===== src/rtl/vrd_pkg.sv =====
// Shared types, constants and helpers for the vertex record decoder.
package vrd_pkg;

    // Record buffer geometry.
    localparam int MaxRecordBytes = 64;
    localparam int PosW           = $clog2(MaxRecordBytes);
    localparam int LimW           = PosW + 1;
    localparam int IdxW           = (LimW > 7) ? LimW : 7;

    // Configuration geometry.
    localparam int StrideW  = 7;
    localparam int FieldW   = 11;
    localparam int NumLanes = 7;
    localparam int CfgIdxW  = 3;
    localparam int CfgDataW = 11;

    // Depth of the queue between the front and the back.
    localparam int QueueDepth = 2;
    localparam int QPtrW      = (QueueDepth > 1) ? $clog2(QueueDepth) : 1;
    localparam int QCntW      = $clog2(QueueDepth + 1);

    // Register stages of each field lane in the back.
    localparam int LaneStages = 5;

    // Register indexes of the configuration port.
    localparam logic [CfgIdxW-1:0] RegStride     = 3'd0;
    localparam logic [CfgIdxW-1:0] RegXField     = 3'd1;
    localparam logic [CfgIdxW-1:0] RegYField     = 3'd2;
    localparam logic [CfgIdxW-1:0] RegZField     = 3'd3;
    localparam logic [CfgIdxW-1:0] RegRedField   = 3'd4;
    localparam logic [CfgIdxW-1:0] RegGreenField = 3'd5;
    localparam logic [CfgIdxW-1:0] RegBlueField  = 3'd6;
    localparam logic [CfgIdxW-1:0] RegAlphaField = 3'd7;

    // Lane numbers, one lane per decoded field.
    localparam int LaneX     = 0;
    localparam int LaneY     = 1;
    localparam int LaneZ     = 2;
    localparam int LaneRed   = 3;
    localparam int LaneGreen = 4;
    localparam int LaneBlue  = 5;
    localparam int LaneAlpha = 6;

    // Source type codes; anything else decodes as float32.
    localparam logic [3:0] TypeF32 = 4'd0;
    localparam logic [3:0] TypeF64 = 4'd1;
    localparam logic [3:0] TypeU8  = 4'd2;
    localparam logic [3:0] TypeI8  = 4'd3;
    localparam logic [3:0] TypeU16 = 4'd4;
    localparam logic [3:0] TypeI16 = 4'd5;
    localparam logic [3:0] TypeU32 = 4'd6;
    localparam logic [3:0] TypeI32 = 4'd7;

    // Reset values of the configuration registers.
    localparam logic [StrideW-1:0] StrideReset = 7'd12;
    localparam logic [FieldW-1:0]  XReset      = 11'd1024;
    localparam logic [FieldW-1:0]  YReset      = 11'd1028;
    localparam logic [FieldW-1:0]  ZReset      = 11'd1032;
    localparam logic [FieldW-1:0]  ColReset    = 11'd0;

    // Quiet NaN given for an absent coordinate.
    localparam logic [63:0] CoordAbsent = 64'h7FF8_0000_0000_0000;

    // One field of a finished record, as raw little-endian bytes.
    typedef struct packed {
        logic [63:0] raw;
        logic [3:0]  ftype;
        logic        present;
    } t_lane_in;

    typedef t_lane_in [NumLanes-1:0] t_record;

    // Number of bytes that a field of the given type occupies.
    function automatic logic [3:0] field_size(input logic [3:0] ftype);
        logic [3:0] v_size;
        case (ftype)
            TypeF64: v_size = 4'd8;
            TypeU8:  v_size = 4'd1;
            TypeI8:  v_size = 4'd1;
            TypeU16: v_size = 4'd2;
            TypeI16: v_size = 4'd2;
            default: v_size = 4'd4;
        endcase
        return v_size;
    endfunction

endpackage


===== src/rtl/vrd_front.sv =====
// Front: takes payload bytes, captures the bytes of each field as they pass
// and hands a finished record to the queue.
module vrd_front import vrd_pkg::*; (
    input  logic                            i_clk,
    input  logic                            i_rst_n,
    input  logic                            i_valid,
    output logic                            o_stall,
    input  logic [7:0]                      i_payload_byte,
    input  logic [StrideW-1:0]              i_stride,
    input  logic [NumLanes-1:0][FieldW-1:0] i_desc,
    input  logic                            i_q_full,
    output logic                            o_push,
    output t_record                         o_rec
);

    logic [PosW-1:0] r_pos;
    logic [PosW-1:0] n_pos;
    logic [7:0]      r_cap [NumLanes][8];
    logic [IdxW-1:0] w_lim;
    logic [IdxW-1:0] w_pos;
    logic [IdxW-1:0] w_pos_inc;
    logic            w_accept;
    logic            w_done;

    // A byte is taken whenever the queue has room for a possible record.
    assign o_stall  = i_q_full;
    assign w_accept = i_valid && !i_q_full;

    // Effective stride: zero counts as one, large values saturate.
    always_comb begin
        if (i_stride == '0) begin
            w_lim = IdxW'(1);
        end else if (IdxW'(i_stride) > IdxW'(MaxRecordBytes)) begin
            w_lim = IdxW'(MaxRecordBytes);
        end else begin
            w_lim = IdxW'(i_stride);
        end
    end

    assign w_pos     = IdxW'(r_pos);
    assign w_pos_inc = w_pos + IdxW'(1);
    assign w_done    = (w_pos_inc >= w_lim);
    assign n_pos     = w_done ? '0 : w_pos_inc[PosW-1:0];
    assign o_push    = w_accept && w_done;

    // Byte position within the current record.
    always_ff @(posedge i_clk) begin
        if (!i_rst_n) begin
            r_pos <= '0;
        end else if (w_accept) begin
            r_pos <= n_pos;
        end
    end

    // Each field slot keeps the byte that arrives at its own position.
    always_ff @(posedge i_clk) begin
        if (w_accept) begin
            for (int l = 0; l < NumLanes; l++) begin
                for (int i = 0; i < 8; i++) begin
                    if (w_pos == IdxW'(i_desc[l][5:0]) + IdxW'(i)) begin
                        r_cap[l][i] <= i_payload_byte;
                    end
                end
            end
        end
    end

    // Assemble the finished record, taking the current byte where it belongs
    // and reading bytes past the field or past the stride as zero.
    always_comb begin
        logic [IdxW-1:0] v_idx;
        logic [3:0]      v_size;
        logic [63:0]     v_raw;
        for (int l = 0; l < NumLanes; l++) begin
            v_size = field_size(i_desc[l][9:6]);
            v_raw  = '0;
            for (int i = 0; i < 8; i++) begin
                v_idx = IdxW'(i_desc[l][5:0]) + IdxW'(i);
                if ((4'(i) < v_size) && (v_idx < w_lim)) begin
                    v_raw[8*i +: 8] = (v_idx == w_pos) ? i_payload_byte : r_cap[l][i];
                end
            end
            o_rec[l].raw     = v_raw;
            o_rec[l].ftype   = i_desc[l][9:6];
            o_rec[l].present = i_desc[l][10];
        end
    end

endmodule


===== config.mk =====
export PLATFORM = sky130hd
export DESIGN_NAME = vrd_front
export DESIGN_NICKNAME = d
export VERILOG_FILES = /design/src/rtl/vrd_pkg.sv /design/src/rtl/vrd_front.sv
export SDC_FILE = /design/constraint.sdc
export NUM_CORES = 1
export LEC_CHECK = 0
export ABC_AREA = 1
export BUFFER_PORTS_ARGS = -buffer_cell sky130_fd_sc_hd__buf_2
export CAP_MARGIN = 20
export CORE_UTILIZATION = 55
export DETAILED_ROUTE_END_ITERATION = 12
export PLACE_DENSITY = 0.87
export SKIP_LAST_GASP = 1
export SLEW_MARGIN = 20
export SYNTH_ARGS = -nofsm -noshare
export SYNTH_HDL_FRONTEND = slang
export SYNTH_SLANG_ARGS = --single-unit

===== constraint.sdc =====
create_clock -name i_clk -period 15.7 [get_ports i_clk]
set_input_delay 3.14 -clock i_clk [delete_from_list [all_inputs] [get_ports i_clk]]
set_output_delay 3.14 -clock i_clk [all_outputs]
set_load 0.02 [all_outputs]

==> results.sh <==
export IMPL_utilization_pct=62.8
export IMPL_tightest_slew_ps=1060
export IMPL_crit_path_end_kind="primary output"
export IMPL_dp_hpwl_um=89400
export IMPL_synth_xor_area_share_pct=6.85
export IMPL_clk_latency_ps=600
export IMPL_dr_pass1_iters=8
export IMPL_comb_power_share_pct=25.0
export IMPL_critical_path_arrival_ps=7190
export IMPL_critPathTopFamily="buffers and inverters"
export IMPL_synth_adder_area_share_pct=8.25
export IMPL_tns_ps=0
export IMPL_cts_buffers=48
export IMPL_synth_seq_cells=454
export IMPL_portBuffers=566
export IMPL_cts_resized=0
export IMPL_grt_ovfl_total=0
export IMPL_drt_iter0_markers=3907
export IMPL_layout_drive_gt1_share_pct=14.5
export IMPL_achievable_frequency_mhz=96.8
export IMPL_start_util_pct=55.7
export IMPL_relSlewSlack_pct=29.2
export IMPL_met2_usage_pct=59.6
export IMPL_start_kind="input port"
export IMPL_drc=0
export IMPL_core_um2=65900
export IMPL_maxSlewViolCount=0
export IMPL_grtUsageMet1_pct=46.1
export IMPL_synthCells=5000
export IMPL_synth_compound_area_share_pct=10.8
export IMPL_grt_usage_pct=36.8
export IMPL_fin_nets=5779
export IMPL_die_area_um2=67700
export IMPL_synth_top_family_by_area="simple AND/OR/NAND/NOR gates"
export IMPL_syn_area_um2=36700
export IMPL_slowest_stage="buf_4"
export IMPL_fin_cells=6349
export IMPL_cts_htree_levels=2
export IMPL_synthArstFlopShare_pct=0
export IMPL_via_count=36600
export IMPL_area_growth_pct=12.8
export IMPL_synth_nets=5338
export IMPL_vias_per_cell=5.77
export IMPL_p_per_area_nw_per_um2=80.3
export IMPL_power_total_uw=3320
export IMPL_met3_usage_pct=6.95
export IMPL_die_w_um=260
export IMPL_cts_path_max_buffers=3
export IMPL_wire_per_inst_um=20.3
export IMPL_crit_type="in -> out"
export IMPL_cts_root_buf="clkbuf_16"
export IMPL_p_clk_share_pct=34.8
export IMPL_status="finished, final reports clean"
export IMPL_critPathRequiredTime_ps=12560
export IMPL_dp_cells=6255
export IMPL_ys_seq_area_share_pct=37.0
export IMPL_ios=581
export IMPL_gp_congestion=1.02
export IMPL_grt_max_degree=58
export IMPL_multi_input_area_um2=19400
export IMPL_finalCritPeriodShare_pct=65.8
export IMPL_yosysWarnings=0
export IMPL_peakVddDrop_uv=89.3
export IMPL_placementRows=94
export IMPL_antenna_found_initial=21
export IMPL_ys_types=57
export IMPL_p_int_uw=2250
export IMPL_period_minus_slack_ps=10330
export IMPL_final_hold_violation_count=0
export IMPL_grt_pass1_vias=33900
export IMPL_top_usage_layer="met2"
export IMPL_ant_nets=0
export IMPL_power_switching_share_pct=32.4
export IMPL_critPathBufInv=5
export IMPL_power_leakage_uw=0.0205
export IMPL_clk_pin_slew_ps=50
export IMPL_clock_sinks=454
export IMPL_fillers=5653
export IMPL_grt_first_pass_wirelength_um=190000
export IMPL_seq_area_um2=13600
export IMPL_ctsHoldBuffers=0
export IMPL_synthSimpleGateAreaFrac_pct=27.0
export IMPL_synth_mux_area_share_pct=0
export IMPL_fin_ws_ps=5370
export IMPL_cp_cell_sequence="buf_4, buf_4, nand2_2, nand2_2, buf_4, inv_2, nand2_1, nand2_1, nand3_1, nand3_1, nand2_1, nand3_1, nor2_1, buf_2"
export IMPL_max_stage_delay_ps=640
export IMPL_synth_avg_cell_area_um2=7.34
export IMPL_worstPathMaxFanout=57
export IMPL_dp_slack_ps=5490
export IMPL_p_sw_uw=1070
export IMPL_wirelength_um=129000
export IMPL_cts_setup_buffers=0
export IMPL_rsz0062_at_grt="false"
export IMPL_synthFlopType="edfxtp_1"
export IMPL_die_y_um=260
export IMPL_seqPwrFrac_pct=40.3
export IMPL_finalSetupViolations=0
export IMPL_maxCapViolCount=0
export IMPL_cts_tree="done"
export IMPL_finClkSkew_ps=13.5
export IMPL_hold_class="reg -> reg"
export IMPL_synth_edf_count=448
## power by group through the flow
stage	clock (uW)	sequential (uW)	combinational (uW)
after CTS	1150	1340	813
final	1150	1340	830
after global routing	1200	1340	905
after detailed placement	0	1360	808
after global placement	0	1360	788
after floorplan	0	1360	541
## area by class of cell
class | count | area share, %
inverter | 685 | 6.21
sequential | 454 | 32.8
timing repair buffer | 605 | 7.56
clock inverter | 28 | 0.747
tap | 864 | 2.61
antenna | 11 | 0.0665
multi-input combinational | 3647 | 47.0
clock buffer | 55 | 3.02
## metal layers
metal  vias up  routed length, um
met3       478              14600
met1     16800              47200
met4        24               7340
met2      2258              59600
met5         -                146
li1      17100                  -
## cells by family after synthesis
| group | count (synthesis) |
|---|---|
| adder cells (fa/ha/maj) | 242 |
| AO/OA/AOI/OAI | 753 |
| AND/OR/NAND/NOR | 2387 |
| buffers and inverters | 899 |
| flip-flops | 454 |
| XOR/XNOR | 265 |
## through the flow
stage               cell area, um^2  hold WS (ps)
finish                        41400           753
CTS                           41400           757
global route                  41400           791
detailed placement            39800           749
global placement              39800           739
floorplan                     36700           685
## registers in the layout, indices dropped and copies added, names as in the netlist
name / count
r_cap: 448
r_pos: 6
## synthesized netlist by cell type (all sizes together), types with 14 or more instances
library cell  instances  share of area [%]
nand2              1126                 12
or2                  31               0.53
o21bai               20               0.41
a21oi               216                2.9
inv                 683                7.0
nand4                59                1.1
nand3b               31               0.63
nor2                804                8.3
o22ai                14               0.24
ha                  242                8.3
o21ai               458                6.3
buf                 134                2.3
edfxtp              448                 37
nor3                 43               0.64
nand3               281                3.9
clkbuf               80               0.83
xor2                187                4.7
xnor2                78                2.2
a21boi               27               0.55
## layout by cell type (no fill, tap or decap), types with 19 or more instances in the layout
cell type,netlist,layout
buf_4,49,40
or2_2,22,22
nor3_1,39,38
inv_2,22,32
xor2_1,180,180
nor2_1,796,796
buf_2,78,565
xnor2_1,64,64
o21ai_1,236,236
clkbuf_16,0,49
ha_1,242,242
nand2_1,1118,1115
nand4_1,51,51
edfxtp_1,448,448
a21boi_0,19,19
o21bai_1,20,20
nand3_1,278,278
a21oi_1,216,215
o21ai_0,221,221
inv_1,661,651
nand3b_1,31,31
## worst reg2reg max path, cell delays in order, from the launching register on
cell and delay (ps):
dfxtp_2 1030, inv_1 550, xor2_1 340, nor3_1 210, nand3_1 550, nor2_1 790
## path summary, 6_finish.rpt
check,from,end,slack [ps],cells after the start
setup / recovery,i_stride[6],o_rec[125],5370,14
hold / removal,r_pos[1],r_pos[1],750,2
setup reg to reg,r_pos[2],r_cap[4][5],11860,5
hold reg to reg,r_pos[1],r_pos[1],750,2
Note: power is estimated with default switching activity, not from simulation.
