File: config.mk
export PLATFORM = sky130hd
export DESIGN_NAME = vrd_queue
export DESIGN_NICKNAME = d
export VERILOG_FILES = /design/src/rtl/vrd_pkg.sv /design/src/rtl/vrd_queue.sv
export SDC_FILE = /design/constraint.sdc
export NUM_CORES = 1
export LEC_CHECK = 0
export ABC_AREA = 1
export CORE_AREA = 2 2 383 385
export DETAILED_ROUTE_END_ITERATION = 6
export DIE_AREA = 0 0 385 387
export DONT_BUFFER_PORTS = 1
export PLACE_DENSITY_LB_ADDON = 0.1
export REMOVE_ABC_BUFFERS = 1
export SLEW_MARGIN = 10
export SYNTH_ARGS = -nofsm -noshare
export SYNTH_HDL_FRONTEND = slang
export SYNTH_SLANG_ARGS = --single-unit
File: constraint.sdc
create_clock -name i_clk -period 31.9 [get_ports i_clk]
set_input_delay 4.785 -clock i_clk [delete_from_list [all_inputs] [get_ports i_clk]]
set_output_delay 4.785 -clock i_clk [all_outputs]
set_load 0.03 [all_outputs]
File: src/rtl/vrd_pkg.sv
// Shared types, constants and helpers for the vertex record decoder.
package vrd_pkg;

    // Record buffer geometry.
    localparam int MaxRecordBytes = 64;
    localparam int PosW           = $clog2(MaxRecordBytes);
    localparam int LimW           = PosW + 1;
    localparam int IdxW           = (LimW > 7) ? LimW : 7;

    // Configuration geometry.
    localparam int StrideW  = 7;
    localparam int FieldW   = 11;
    localparam int NumLanes = 7;
    localparam int CfgIdxW  = 3;
    localparam int CfgDataW = 11;

    // Depth of the queue between the front and the back.
    localparam int QueueDepth = 2;
    localparam int QPtrW      = (QueueDepth > 1) ? $clog2(QueueDepth) : 1;
    localparam int QCntW      = $clog2(QueueDepth + 1);

    // Register stages of each field lane in the back.
    localparam int LaneStages = 5;

    // Register indexes of the configuration port.
    localparam logic [CfgIdxW-1:0] RegStride     = 3'd0;
    localparam logic [CfgIdxW-1:0] RegXField     = 3'd1;
    localparam logic [CfgIdxW-1:0] RegYField     = 3'd2;
    localparam logic [CfgIdxW-1:0] RegZField     = 3'd3;
    localparam logic [CfgIdxW-1:0] RegRedField   = 3'd4;
    localparam logic [CfgIdxW-1:0] RegGreenField = 3'd5;
    localparam logic [CfgIdxW-1:0] RegBlueField  = 3'd6;
    localparam logic [CfgIdxW-1:0] RegAlphaField = 3'd7;

    // Lane numbers, one lane per decoded field.
    localparam int LaneX     = 0;
    localparam int LaneY     = 1;
    localparam int LaneZ     = 2;
    localparam int LaneRed   = 3;
    localparam int LaneGreen = 4;
    localparam int LaneBlue  = 5;
    localparam int LaneAlpha = 6;

    // Source type codes; anything else decodes as float32.
    localparam logic [3:0] TypeF32 = 4'd0;
    localparam logic [3:0] TypeF64 = 4'd1;
    localparam logic [3:0] TypeU8  = 4'd2;
    localparam logic [3:0] TypeI8  = 4'd3;
    localparam logic [3:0] TypeU16 = 4'd4;
    localparam logic [3:0] TypeI16 = 4'd5;
    localparam logic [3:0] TypeU32 = 4'd6;
    localparam logic [3:0] TypeI32 = 4'd7;

    // Reset values of the configuration registers.
    localparam logic [StrideW-1:0] StrideReset = 7'd12;
    localparam logic [FieldW-1:0]  XReset      = 11'd1024;
    localparam logic [FieldW-1:0]  YReset      = 11'd1028;
    localparam logic [FieldW-1:0]  ZReset      = 11'd1032;
    localparam logic [FieldW-1:0]  ColReset    = 11'd0;

    // Quiet NaN given for an absent coordinate.
    localparam logic [63:0] CoordAbsent = 64'h7FF8_0000_0000_0000;

    // One field of a finished record, as raw little-endian bytes.
    typedef struct packed {
        logic [63:0] raw;
        logic [3:0]  ftype;
        logic        present;
    } t_lane_in;

    typedef t_lane_in [NumLanes-1:0] t_record;

    // Number of bytes that a field of the given type occupies.
    function automatic logic [3:0] field_size(input logic [3:0] ftype);
        logic [3:0] v_size;
        case (ftype)
            TypeF64: v_size = 4'd8;
            TypeU8:  v_size = 4'd1;
            TypeI8:  v_size = 4'd1;
            TypeU16: v_size = 4'd2;
            TypeI16: v_size = 4'd2;
            default: v_size = 4'd4;
        endcase
        return v_size;
    endfunction

endpackage

File: src/rtl/vrd_queue.sv
// Short record queue between the front and the back.
module vrd_queue import vrd_pkg::*; (
    input  logic    i_clk,
    input  logic    i_rst_n,
    input  logic    i_push,
    input  t_record i_rec,
    input  logic    i_pop,
    output t_record o_rec,
    output logic    o_empty,
    output logic    o_full
);

    t_record           r_mem [QueueDepth];
    logic [QPtrW-1:0]  r_wr;
    logic [QPtrW-1:0]  r_rd;
    logic [QCntW-1:0]  r_cnt;
    logic [QCntW-1:0]  n_cnt;

    assign o_empty = (r_cnt == '0);
    assign o_full  = (r_cnt == QCntW'(QueueDepth));
    assign o_rec   = r_mem[r_rd];

    always_comb begin
        n_cnt = r_cnt;
        if (i_push && !i_pop) begin
            n_cnt = r_cnt + QCntW'(1);
        end else if (i_pop && !i_push) begin
            n_cnt = r_cnt - QCntW'(1);
        end
    end

    // Pointers and fill count.
    always_ff @(posedge i_clk) begin
        if (!i_rst_n) begin
            r_wr  <= '0;
            r_rd  <= '0;
            r_cnt <= '0;
        end else begin
            r_cnt <= n_cnt;
            if (i_push) begin
                r_wr <= (r_wr == QPtrW'(QueueDepth - 1)) ? '0 : r_wr + QPtrW'(1);
            end
            if (i_pop) begin
                r_rd <= (r_rd == QPtrW'(QueueDepth - 1)) ? '0 : r_rd + QPtrW'(1);
            end
        end
    end

    // Entry storage.
    always_ff @(posedge i_clk) begin
        if (i_push) begin
            r_mem[r_wr] <= i_rec;
        end
    end

endmodule

==> results_dict.tcl, run 1 <==
set metrics [dict create \
    cts_resized 0 \
    avgSynthCellArea_um2 24.4 \
    gr-usage-met3_pct 8.67 \
    cts.clk_slew.worst_paths_ns 0.06 \
    cp_top_family "buffers and inverters" \
    gp_congestion 0.804 \
    synth_top_area_cell "edfxtp_1" \
    leakagePower_nw 14.6 \
    drt-pass1-iter-count 7 \
    routedWlPerCell_um 28.4 \
    synth_top_cells_by_count "edfxtp_1 (966), mux2_4 (470), buf_12 (44)" \
    drive_gt1_share_pct 38.2 \
    rsz0062_at_grt "no" \
    power_w 0.00302 \
    crit_top_cell "buf_4" \
    synth_edf_count 966 \
    viasPerCell 4.08 \
    fmax_mhz 109 \
    die_area_mm2 0.149 \
    drtIter0Drc 768 \
    synth-async-reset-ratio_pct 0 \
    post-route-min-period_ns 9.18 \
    utilization_pct 29.4 \
    path_buf_inv 3 \
    wirelength_um 103000 \
    cts_tree "built" \
    num-fill-cells 14000 \
    slew_violations 0 \
    groute.usage.overall_pct 13.2 \
    yosysSeqAreaShare_pct 77.7 \
    ant_nets 0 \
    synth_area_mm2 0.0375 \
    cts.sinks 971 \
    busiest_layer "met2" \
    ios 972 \
    cts-hold-fix-buffers 0 \
    grt_max_degree 165 \
    critPathMaxStageDelay_ns 0.80 \
    min_period_over_period_pct 28.8 \
    path_class "flip-flop to primary output" \
    rrSetupSlack_ns 27.29 \
    hpwlAfterDp_um 75500 \
    clk_latency_ns 0.70 \
    path_max_fanout 109 \
    worst_pin_slew_ns 1.28 \
    num_vias 14800 \
    grt_pass1_wl_um 136000 \
    cts-root-buf "clkbuf_16" \
    synth_ff_type "edfxtp_1" \
    finClkSkew_ns 0.0283 \
    crit_path_start_kind "flip-flop" \
    grt_overflow 0 \
    die_h_um 387 \
    die-width_um 385 \
    worstPathArrival_ns 4.39 \
    drv_cap 0 \
    finalHoldViolCount 0 \
    crit_chain "buf_4 -> buf_4 -> buf_12 -> mux2_4" \
    p_per_area_mw_per_mm2 71.1 \
    cts_setup_buffers 0 \
    port_buffers 0 \
    endpoint_kind "primary output" \
    clock_path_buffers 3 \
    yosysMostFrequentCell "edfxtp_1" \
    hold_slack_ns 0.501 \
    cts.htree.levels 3 \
    antenna_found_initial 12 \
    start_util_pct 25.9 \
    met2_usage_pct 24.1 \
    ys_ff_latch 971 \
    syn2layout_area_growth_pct 13.5 \
    finalNetCount 2103 \
    vdd.ir_drop.worst_mv 0.0434 \
    core-area_mm2 0.145 \
    relSlewSlack_pct 14.7 \
    synthTopCellsByArea "edfxtp_1 (77%), mux2_4 (19%), buf_12 (2.4%), mux2_2 (0.39%), buf_8 (0.32%)" \
    grt_pass1_vias 15800 \
    synth_top_area_share_pct 77.4 \
    cpMaxStageDelayCell "buf_4" \
    hold_path.class "flip-flop to flip-flop" \
    cts_buffers 108 \
    setup-tns-final_ns 0 \
    grt_use_met1_pct 11.7 \
    synthDistinctLibCells 16 \
    critical_path_required_ns 27.12 \
    drc 0 \
    rows 140 \
    yosysWarnings 0 \
    setup_viol 0 \
    netlist_instances 1538 \
    outcome "finished clean" \
]
[worst paths after layout]
path / start / endpoint / cells after the start
max: flip-flop / o_rec[187] / 4
min: r_rd / flip-flop / 2
min reg2reg: r_rd / flip-flop / 2
max reg2reg: r_wr / r_mem[0][295] / 5
[final cells by class]
class	instances	area [um^2]	share of cell area [%]
antenna	8	20.0	0.0471
clock buffer	140	2870	6.74
clock inverter	56	606	1.42
inverter	8	37.5	0.0883
multi-input combinational	505	7310	17.2
sequential	971	29100	68.5
tap	1917	2400	5.64
timing repair buffer	21	183	0.430
[sequential cells by signal, summed over array words and instances, names as in the netlist, named ones only]
register	count
r_wr	1
r_mem	966
r_rd	1
r_cnt	2
[kinds of logic (layout without fill, tap and decap cells)]
family,Yosys count,in the layout,synth area share [%]
other,0,8,0
muxes,483,483,19.2
AOI/OAI and AO/OA,2,2,0.0267
buffers and inverters,62,225,2.80
DFF,971,971,77.7
and+or+nand+nor,19,19,0.200
adders and majority gates,1,1,0.0334
[report_power, final]
| part | total (W) | leakage [nW] | internal [W] | switching (W) |
|---|---|---|---|---|
| Combinational | 0.000314 | 3.81 | 0.0000970 | 0.000217 |
| Sequential | 0.00151 | 9.11 | 0.00148 | 0.0000225 |
| Clock | 0.00121 | 1.68 | 0.000714 | 0.000492 |
| Total | 0.00302 | 14.6 | 0.00229 | 0.000731 |
[routing by layer]
layer | vias up | share of wire (%)
li1 | 6304 | -
met1 | 7591 | 30
met2 | 709 | 53
met3 | 159 | 14
met4 | 16 | 2.4
met5 | - | 0.11
[tightest hold or removal path, cell delays in order (launching register included)]
cell and delay, ns:
dfxtp_1 0.33, nor2_1 0.06, nor2_1 0.08
[through the flow]
stage	cell area [um^2]	setup slack [ns]	instances
CTS	42500	22.54	3618
finish	42500	22.72	3626
global route	42500	22.44	3622
detailed placement	39000	22.69	3422
global placement	39000	22.78	3422
floorplan	36400	5.56	1484
[placed cells by master, fill, tap and decap left out]
cell type / instances
clkinvlp_4: 1
dfxtp_1: 4
a21oi_1: 1
clkinv_16: 3
clkbuf_1: 30
nand4_1: 1
nand3_1: 1
buf_12: 2
o21ai_0: 1
nor2_1: 8
inv_1: 7
edfxtp_1: 966
mux2_4: 470
inv_6: 2
buf_4: 19
clkinv_1: 23
nor2_4: 1
dfxtp_4: 1
clkinv_4: 1
ha_1: 1
nand2_1: 8
inv_16: 1
inv_8: 1
diode_2: 8
clkinv_2: 15
mux2_2: 13
bufinv_16: 10
clkbuf_16: 110
(Power assumes the default switching activity.)
==> run 2: changes to the inputs <==
ABC_AREA = 0   (was 1)
clock period = 8.9 ns   (was 31.9 ns; I/O delays follow)
==> run 2 against run 1 <==
Against the previous run: sequential power grew to 3.6 times the previous value; first-iteration DRC count fell by 6.4%; via count shrank 0.49%; combinational power increased to 4.1 times the previous value; clock power increased to 3.5 times the previous value; total power grew to 3.6 times the previous value; hold slack improved by 0.015 ns; critical path depth decreased by 1; critical endpoint is now o_rec[467]; largest cell class unchanged.
==> results_dict.tcl, run 2 <==
set metrics [dict create \
    setup-tns-final_ns 0 \
    synth_top_area_cell "edfxtp_1" \
    grt_max_degree 160 \
    cts_tree "built" \
    cts.sinks 971 \
    cts.clk_slew.worst_paths_ns 0.06 \
    layout_commonest_cell "edfxtp_1" \
    groute.usage.overall_pct 13.1 \
    crit_path_start_kind "flip-flop" \
    leakagePower_nw 14.5 \
    fmax_mhz 215 \
    drt-pass1-iter-count 6 \
    rsz0062_at_grt "no" \
    finalHoldViolCount 0 \
    cts-root-buf "clkbuf_16" \
    netlist_instances 1525 \
    path_class "flip-flop to primary output" \
    relSlewSlack_pct 7.67 \
    largest_registers "r_mem x966, r_cnt x2" \
    finalNetCount 2086 \
    cts_setup_buffers 0 \
    synth_area_mm2 0.0374 \
    slew_violations 0 \
    num-fill-cells 14000 \
    start_util_pct 25.8 \
    crit_cells 3 \
    port_buffers 0 \
    num_vias 14700 \
    clk_latency_ns 0.70 \
    grt_pass1_vias 15500 \
    cts-hold-fix-buffers 0 \
    grt_pass1_wl_um 135000 \
    cts_resized 0 \
    grt_overflow 0 \
    hold_path.class "flip-flop to flip-flop" \
    gr-usage-met3_pct 8.50 \
    post-route-min-period_ns 4.66 \
    hold_slack_ns 0.517 \
    critPathMaxStageDelay_ns 0.80 \
    grt_use_met1_pct 11.6 \
    endpoint_kind "primary output" \
    synth_edf_count 966 \
    whs_path_depth 2 \
    cts_buffers 109 \
    drive_gt1_share_pct 38.5 \
    path_buf_inv 2 \
    ant_nets 0 \
    cpMaxStageDelayCell "buf_4" \
    drc 0 \
    largest_reg_flops 966 \
    cp_top_family "buffers and inverters" \
    synthDistinctLibCells 19 \
    worstPathArrival_ns 3.32 \
    path_max_fanout 117 \
    viasPerCell 4.06 \
    worst_pin_slew_ns 1.38 \
    finClkSkew_ns 0.0241 \
    busiest_layer "met2" \
    critical_path_required_ns 7.57 \
    die-width_um 385 \
    avgSynthCellArea_um2 24.6 \
    synthTopCellsByArea "edfxtp_1 (77%), mux2_4 (19%), buf_12 (2.4%), mux2_2 (0.39%), buf_8 (0.32%)" \
    layout_common_cells "edfxtp_1 (966), mux2_4 (470), clkbuf_16 (111), clkinv_1 (27), clkbuf_1 (26)" \
    die_area_mm2 0.149 \
    gp_congestion 0.817 \
    drv_cap 0 \
    die_h_um 387 \
    cts.htree.levels 3 \
    crit_chain "buf_12 -> buf_4 -> mux2_2" \
    synth_ff_type "edfxtp_1" \
    wirelength_um 102000 \
    met2_usage_pct 24.0 \
    rows 140 \
    yosysWarnings 0 \
    synth-async-reset-ratio_pct 0 \
    min_period_over_period_pct 52.3 \
    ios 972 \
    routedWlPerCell_um 28.1 \
    yosysMostFrequentCell "edfxtp_1" \
    yosysSeqAreaShare_pct 77.7 \
    r2r_cells 2 \
    outcome "finished clean" \
    p_per_area_mw_per_mm2 256 \
    clock_path_buffers 3 \
    ys_ff_latch 971 \
    drtIter0Drc 719 \
    antenna_found_initial 20 \
    setup_viol 0 \
    synth_top_area_share_pct 77.5 \
    syn2layout_area_growth_pct 13.5 \
    core-area_mm2 0.145 \
    vdd.ir_drop.worst_mv 0.140 \
    top_register "r_mem" \
    synth_top_cells_by_count "edfxtp_1 (966), mux2_4 (470), buf_12 (44)" \
    hpwlAfterDp_um 73000 \
]
==> run 2: cell type report <==
class | instances | area, um^2 | share of cell area (%)
Timing Repair Buffer | 16 | 224 | 0.527
Clock buffer | 137 | 2880 | 6.77
Clock inverter | 63 | 500 | 1.18
Antenna cell | 18 | 45.0 | 0.106
Multi-Input combinational cell | 499 | 7330 | 17.2
Inverter | 1 | 3.75 | 0.00884
Sequential cell | 971 | 29100 | 68.5
Tap cell | 1917 | 2400 | 5.65
==> run 2: power by group <==
group	total [W]	switching [W]	leakage [nW]	internal (W)
Sequential	0.00538	0.0000729	9.11	0.00530
Clock	0.00423	0.00180	1.65	0.00243
Combinational	0.00129	0.000880	3.74	0.000412
Total	0.0109	0.00275	14.5	0.00815
==> run 2: metrics by stage <==
stage	total power, W	worst slack [ns]	area [um^2]	cells	utilization, %
global route	0.0113	4.01	42500	3614	29.3
finish	0.0109	4.24	42500	3622	29.3
floorplan	0.00717	-14.77	36400	1471	-
global placement	0.00679	4.97	39100	3404	27.0
detailed placement	0.00679	4.88	39100	3404	27.0
CTS	0.0111	4.06	42400	3604	29.3
==> run 2: per-layer routing <==
metal  part of all wire (%)  wire length [um]
met1                     30             30500
met2                     53             54500
met3                     14             14200
met4                    2.5              2540
met5                   0.17               174
==> run 2: worst reg2reg max path, stage by stage (launching register included) <==
cell,delay (ns)
dfxtp_1,0.39
and2_4,0.80
buf_12,0.52
==> run 2: worst paths after layout <==
check / to / from / slack [ns]
max: o_rec[467] / flip-flop / 4.24
min: r_cnt[1] / r_cnt[1] / 0.52
max reg2reg: r_mem[1][470] / r_wr / 6.24
min reg2reg: r_cnt[1] / r_cnt[1] / 0.52
==> run 2: kinds of logic after synthesis <==
family | share of synthesized area (%)
flops | 77.7
mux | 19.2
buf+inv | 2.73
simple gates | 0.144
compound gates | 0.0535
xor+xnor | 0.0702
fa+ha+maj | 0.0334
==> run 3: changes to the inputs <==
ABC_AREA = 1   (was 0)
clock period = 4.2 ns   (was 8.9 ns; I/O delays follow)
==> run 3 against run 2 <==
Against the previous run: clock-buffer cell count stayed put; die area stayed put; sequential cell count stayed put; clock skew is 0.019 ns higher; combinational power is 130% higher; critical path type unchanged.
==> results_dict.tcl, run 3 (synthesized netlist as in run 1, its figures left out) <==
set metrics [dict create \
    outcome "finished clean" \
    antenna_found_initial 35 \
    finalNetCount 2611 \
    grt_pass1_vias 18100 \
    vdd.ir_drop.worst_mv 0.339 \
    drt-pass1-iter-count 4 \
    gp_congestion 0.778 \
    routedWlPerCell_um 24.5 \
    worstPathArrival_ns 2.65 \
    ios 972 \
    setup_viol 0 \
    grt_max_degree 101 \
    path_max_fanout 75 \
    hold_slack_ns 0.0874 \
    cts_tree "built" \
    top_register "r_mem" \
    drc 0 \
    p_per_area_mw_per_mm2 493 \
    start_util_pct 25.9 \
    drv_cap 0 \
    cts.sinks 971 \
    cts.clk_slew.worst_paths_ns 0.06 \
    dp.cells 3441 \
    die-width_um 385 \
    die_h_um 387 \
    grt_overflow 0 \
    cts.htree.levels 3 \
    cts_buffers 111 \
    groute.usage.overall_pct 13.2 \
    cts-root-buf "clkbuf_16" \
    die_area_mm2 0.149 \
    viasPerCell 4.02 \
    worst_pin_slew_ns 0.796 \
    wirelength_um 102000 \
    num_vias 16700 \
    hpwlAfterDp_um 73400 \
    drive_gt1_share_pct 30.3 \
    rows 140 \
    hold_path.class "primary input to flip-flop" \
    grt_pass1_wl_um 139000 \
    critical_path_required_ns 3.57 \
    relSlewSlack_pct 47.0 \
    layout_common_cells "edfxtp_1 (966), dlygate4sd3_1 (486), mux2_4 (470), clkbuf_16 (112), clkinv_1 (34)" \
    clk_latency_ns 0.72 \
    cts_setup_buffers 0 \
    path_class "flip-flop to primary output" \
    finalHoldViolCount 0 \
    leakagePower_nw 16.8 \
    ant_nets 0 \
    port_buffers 0 \
    slew_violations 0 \
    layout_commonest_cell "edfxtp_1" \
    setup-tns-final_ns 0 \
    utilization_pct 33.0 \
    crit_path_start_kind "flip-flop" \
    fmax_mhz 305 \
    rsz0062_at_grt "no" \
    drtIter0Drc 709 \
    clock_path_buffers 3 \
    largest_reg_flops 966 \
    endpoint_kind "primary output" \
    largest_registers "r_mem x966, r_cnt x2" \
    syn2layout_area_growth_pct 27.7 \
    post-route-min-period_ns 3.28 \
    finClkSkew_ns 0.0431 \
    min_period_over_period_pct 78.1 \
    layoutNonFillerInstCount 4156 \
    core-area_mm2 0.145 \
]
==> run 3: through the flow <==
stage	total power (W)	setup WS (ns)	area, um^2
CTS	0.0240	0.770	47800
finish	0.0236	0.919	47800
floorplan	0.0147	-17.99	36400
detailed placement	0.0141	1.56	39400
global placement	0.0141	1.59	39400
global route	0.0245	0.730	47800
==> run 3: metal layers <==
| layer | vias up | wire [um] | GRT usage (%) | share of wire, % |
|---|---|---|---|---|
| met1 | 8466 | 34900 | 13.1 | 34 |
| li1 | 7372 | - | - | - |
| met5 | - | 126 | 0 | 0.12 |
| met2 | 680 | 52800 | 23.5 | 52 |
| met3 | 174 | 11300 | 6.75 | 11 |
| met4 | 18 | 2860 | 4.24 | 2.8 |
==> run 3: path summary, 6_finish.rpt <==
check,start,to,slack (ns),depth (start not counted)
worst max-delay path,flip-flop,o_rec[198],0.92,2
worst min-delay path,i_pop,r_rd,0.09,3
worst max register to register,r_wr,r_mem[1][142],2.13,3
worst min register to register,r_rd,r_rd,0.50,2
==> run 3: cell type report <==
type,count,area (um^2)
Tap cell,1917,2400
Clock buffer,137,2900
Inverter,8,37.5
Multi-Input combinational cell,505,7310
Sequential cell,971,29100
Fill cell,13800,97000
Clock inverter,66,604
Timing Repair Buffer,526,5420
Antenna cell,26,65.1
==> run 3: report_power, final <==
part	leakage, nW	switching (W)	internal, W
Sequential	9.11	0.000139	0.0112
Clock	1.70	0.00383	0.00543
Combinational	6.00	0.00187	0.00108
Total	16.8	0.00583	0.0178
==> run 3: repair_timing <==
item | 4_1_cts | 5_1_grt
hold buffers | 486 | 0
resized for setup | 0 | 0
endpoints found under the hold margin | 971 | 0
==> run 3: critical path, cell delays in order (launching register included) <==
cell     delay (ns)
dfxtp_4        0.85
buf_12         0.53
mux2_4         0.43
